### src/hdl/lohl_pkg.sv
// Shared types, constants and codes for the open handle limiter.
`timescale 1ns / 1ps
package lohl_pkg;

  localparam int NUM_SLOTS = 32;
  localparam int IDX_W     = $clog2(NUM_SLOTS);
  localparam int SLOT_W    = 5;
  localparam int STAMP_W   = 32;
  localparam int CNT_W     = 6;
  localparam int SCAN_W    = $clog2(NUM_SLOTS + 1);

  localparam logic [CNT_W-1:0] OPEN_LIMIT_RST = CNT_W'(8);

  typedef enum logic [0:0] {
    OP_ACCESS = 1'b0,
    OP_CLOSE  = 1'b1
  } op_e;

  typedef enum logic [2:0] {
    ST_HIT     = 3'd0,
    ST_OPENED  = 3'd1,
    ST_EVICTED = 3'd2,
    ST_FATAL   = 3'd3,
    ST_CLOSED  = 3'd4
  } status_e;

  typedef enum logic [1:0] {
    S_IDLE,
    S_EVAL,
    S_SCAN,
    S_FINISH
  } state_e;

  typedef struct packed {
    logic              operation;
    logic [SLOT_W-1:0] slot_index;
  } req_t;

  typedef struct packed {
    logic [2:0]        status;
    logic [SLOT_W-1:0] victim_index;
    logic [CNT_W-1:0]  open_total;
  } rsp_t;

  // broadcast update to the cell row
  typedef struct packed {
    logic               set_en;
    logic [IDX_W-1:0]   set_idx;
    logic [STAMP_W-1:0] set_stamp;
    logic               clr_en;
    logic [IDX_W-1:0]   clr_idx;
  } cell_cmd_t;

  // running oldest-open candidate passed down the row
  typedef struct packed {
    logic               found;
    logic [STAMP_W-1:0] stamp;
    logic [IDX_W-1:0]   idx;
  } best_t;

endpackage

### src/hdl/lohl_cell.sv
// One slot cell: open mark, use stamp and one stage of the oldest-slot search.
`timescale 1ns / 1ps
module lohl_cell (
  input  logic                     clk,
  input  logic                     rst,
  input  logic [lohl_pkg::IDX_W-1:0] cell_idx,
  input  lohl_pkg::cell_cmd_t      cmd,
  input  lohl_pkg::best_t          best_in,
  output lohl_pkg::best_t          best_out,
  output logic                     mark
);
  import lohl_pkg::*;

  logic [STAMP_W-1:0] stamp;

  always_ff @(posedge clk) begin
    if (rst) begin
      mark  <= 1'b0;
      stamp <= '0;
    end else begin
      if (cmd.set_en && cmd.set_idx == cell_idx) begin
        mark  <= 1'b1;
        stamp <= cmd.set_stamp;
      end else if (cmd.clr_en && cmd.clr_idx == cell_idx) begin
        mark <= 1'b0;
      end
    end
  end

  // strict less-than keeps the lower index on a tie
  always_ff @(posedge clk) begin
    if (rst) begin
      best_out.found <= 1'b0;
    end else if (mark && (!best_in.found || stamp < best_in.stamp)) begin
      best_out.found <= 1'b1;
      best_out.stamp <= stamp;
      best_out.idx   <= cell_idx;
    end else begin
      best_out <= best_in;
    end
  end

endmodule
### config.mk
export PLATFORM = sky130hd
export DESIGN_NAME = lohl_cell
export DESIGN_NICKNAME = d
export VERILOG_FILES = /design/src/hdl/lohl_pkg.sv /design/src/hdl/lohl_cell.sv
export SDC_FILE = /design/constraint.sdc
export NUM_CORES = 1
export LEC_CHECK = 0
export BUFFER_PORTS_ARGS = -buffer_cell sky130_fd_sc_hd__buf_2
export CORE_MARGIN = 2
export CORE_UTILIZATION = 55
export CTS_CLUSTER_SIZE = 14
export DETAILED_ROUTE_END_ITERATION = 8
export PLACE_DENSITY = 0.86
export SKIP_LAST_GASP = 1
export SLEW_MARGIN = 20
export SYNTH_ARGS = -nofsm -noshare
export SYNTH_HDL_FRONTEND = slang
export SYNTH_SLANG_ARGS = --single-unit
### constraint.sdc
create_clock -name clk -period 7.55 [get_ports clk]
set_clock_uncertainty 0.15 [all_clocks]
set_input_delay 0.3775 -clock clk [delete_from_list [all_inputs] [get_ports clk]]
set_output_delay 0.3775 -clock clk [all_outputs]
set_load 0.03 [all_outputs]
==> results by group <==
Yosys
  – Yosys top cell by area: edfxtp_1
  – Syn Area/Cell: between 10 and 15 sq um
  – FF+latch count, synth: between 70 and 80
  – Post-synth cell types: 32
  – Post-synth top cells: 38 x nor2_1, 37 x edfxtp_1, 34 x dfxtp_1, 34 x inv_1, 32 x mux2i_1
  – Most common cell in the netlist: nor2_1
  – Syn_nets: between 400 and 500
  – Share of the synthesized area in the top cell type: a little under 30%
  – Largest cells by area after synthesis: edfxtp_1 29%, dfxtp_1 18%, mux2_4 12%, ha_1 10%, mux2i_1 8.5%
  – Post-synth EDFFs: 37
  – Main flop type after synthesis: edfxtp_1
  – Async set or reset register ratio after synthesis: 0%
  – Yosys warning count: 0
  – Seq/Total Area, Yosys: 47.3%
  – Post-Synthesis Cell Area: approximately 3800 sq um
  – Post-synthesis cell count: roughly 320

STA
  – RSZ-0062 raised after global routing: false
  – Post-route minimum period: around 3.3 ns
  – Worst Slack Setup Final: about 4.3 ns
  – Final Hold Fails: 0
  – # setup viols final: 0
  – Period utilization: a little over two fifths
  – Worst slew pin tran: 1.03 ns
  – Final TNS setup: 0 ns
  – Max Clk Rate: between 0.3 and 0.4 GHz
  – Final Max Slew Viols: 0
  – Max transition margin: a little under a third

Worst setup path
  – Crit. End Element: flop
  – Crit path max-delay family: compound AO/OA/AOI/OAI gates
  – Buf/Inv on CP: 1
  – Origin of the worst setup path: stamp[29]
  – Required time of the critical path: approximately 7.5 ns
  – FF-to-FF Start: stamp[29]
  – Worst EP arrival: around 3.2 ns
  – CP cell instances: ha_1, a21oi_1, nor2_1, a2111oi_2, a32oi_2, a31oi_4, buf_4, mux2_2
  – Type of the worst setup path: reg -> reg
  – Slowest Stage Delay on Critical Path: between 0.6 and 0.7 ns
  – Startpoint types: flop
  – CP Max Fanout: 22
  – Slowest-stage cell, CP: a31oi_4

Floorplan
  – Die height: roughly 87 um
  – Starting Density: 56.4%
  – Core footprint: around 6700 sq um
  – Die area: about 7600 sq um
  – Die X: slightly below 90 um
  – # rows: 30
  – IO Pins: approximately 130

CTS
  – Num CTS Buffers: 9
  – Max Root-Sink Buffers: 2
  – CTS tree: built
  – # resized after CTS: 0
  – CTS sink count: 71
  – Reg clk slew, reported paths: approximately 0.080 ns
  – Post-CTS Hold Fix Bufs: 0
  – CTS root buf: clkbuf_8
  – Clk Latency, worst-skew pair: roughly 0.35 ns
  – H-tree depth: 3
  – Setup Fix Bufs, Post-CTS: 0

GRT
  – First-pass GRT wire length: approximately 12 mm
  – GR Overflow Total: 0
  – Vias in the first global route: between 2,000 and 3,000
  – Largest net degree at the start of global routing: 36
  – Total track usage: 21.2%
  – Initial antenna violation count: 0

Placement
  – I/O Buffers: about 130
  – Post-Place Cells: slightly above 500
  – Post-Place Worst Slack: around 4 ns
  – DP HPWL: around 5.7 mm
  – RD Place Congestion: around 0.84

Detailed routing
  – Pre-antenna DRT Iters: 4
  – Via/cell ratio: 5.18
  – Total number of vias: between 2,000 and 3,000
  – DR DRC count: 0
  – Post-Route WL: 7.64 mm
  – Number of routed nets with antenna violations: 0
  – DR iter-0 viols: 83
  – DR WL/cell: between 10 and 15 um

Cells and area
  – Final nets: ~570
  – Share of cells above drive strength 1: between 40% and 50%
  – Fin cells: between 500 and 600
  – Fill count: approximately 490
  – Antenna cells: 0
  – Area Growth Syn to Fin: 23.8%

Pwr
  – Pleak: 2.19 nW
  – PwrDens: approximately 190 nW/um^2
  – Max VDD drop: 0.117 mV

Hold path
  – Hold Path Class: in -> reg
  – Hold path start: cmd[24]

Run status
  – Status: finished, final reports clean

Job
  – Max-cap viol count: 0
-- path summary, 6_finish.rpt --
| check | slack [ns] | cells after the start | to |
|---|---|---|---|
| hold / removal | 0.11 | 3 | stamp[18] |
| hold reg to reg | 0.38 | 2 | stamp[14] |
| setup reg to reg | 4.28 | 8 | best_out[1] |
| setup / recovery | 4.28 | 8 | best_out[1] |
-- metrics by stage --
stage	power, mW	area, sq um	util [%]	hold slack, ns
3_5_place_dp	0.562	4470	66.6	0.368
6_report	0.887	4690	69.9	0.114
2_1_floorplan	0.515	3790	-	0.328
5_1_grt	0.920	4690	69.9	0.108
4_1_cts	0.893	4690	69.9	0.106
3_3_place_gp	0.558	4470	66.6	0.356
-- worst reg2reg max path: cells and delay by family, from the launching register on --
| kind | cells | cell delay (ns) |
|---|---|---|
| and+or+nand+nor | 1 | 0.07 |
| AOI/OAI and AO/OA | 4 | 1.27 |
| DFF | 1 | 0.34 |
| adders and majority gates | 1 | 0.31 |
| muxes | 1 | 0.39 |
| buffers and inverters | 1 | 0.49 |
-- cell usage in the layout, fill, tap and decap left out, types with 2 or more instances in the layout --
master	Yosys	routed
mux2_2	7	7
nor4_1	2	2
xnor2_1	2	2
buf_2	3	127
nand3_1	2	2
clkbuf_8	0	9
mux2i_1	32	32
nand2_1	11	11
inv_1	34	34
buf_4	0	2
mux2_4	30	30
o21ai_0	6	6
clkinv_2	0	2
dfxtp_1	34	34
nand4_1	2	2
edfxtp_1	37	37
bufinv_16	0	2
nor2_1	38	38
a21oi_1	17	17
xor2_1	8	8
ha_1	31	31
-- sequential cells by signal, summed over array words and instances (netlist names) --
register	cells
stamp	32
mark	1
best_out	38
-- power breakdown --
group	switching, mW	total (mW)	leakage [nW]	internal [mW]
clock	0.148	0.334	0.110	0.186
sequential	0.00461	0.427	0.637	0.422
combinational	0.0700	0.125	1.44	0.0553
-- kinds of logic (layout without fill, tap and decap cells) --
kind of cell / count (synthesis) / count (layout) / synth area share (%)
xor gates and xnor gates: 10 / 10 / 2.31
muxes: 69 / 69 / 22.4
AOI/OAI and AO/OA: 30 / 30 / 5.32
buffers and inverters: 45 / 179 / 5.15
and+or+nand+nor: 61 / 61 / 7.30
adders and majority gates: 31 / 31 / 10.2
DFF: 71 / 71 / 47.3
-- layer usage --
| metal | vias to the layer above | wire length (um) | share of wire, % | GRT usage, % |
|---|---|---|---|---|
| met4 | 0 | 175 | 2.3 | 9.38 |
| met1 | 1278 | 3130 | 41 | 24.2 |
| li1 | 1371 | - | - | - |
| met3 | 16 | 477 | 6.2 | 5.78 |
| met2 | 88 | 3860 | 51 | 37.1 |
| met5 | - | 0 | 0 | 0 |
-- final cells by class --
class / instances / area (sq um) / share of cell area [%]
repair buffers: 129 / 651 / 13.9
inverters: 34 / 128 / 2.72
multi-input cells: 201 / 1800 / 38.4
well taps: 80 / 100 / 2.13
clock buffers: 9 / 124 / 2.64
flip-flops and latches: 71 / 1790 / 38.2
clock inverters: 7 / 95.1 / 2.03
Note: power is estimated with default switching activity, not from simulation.
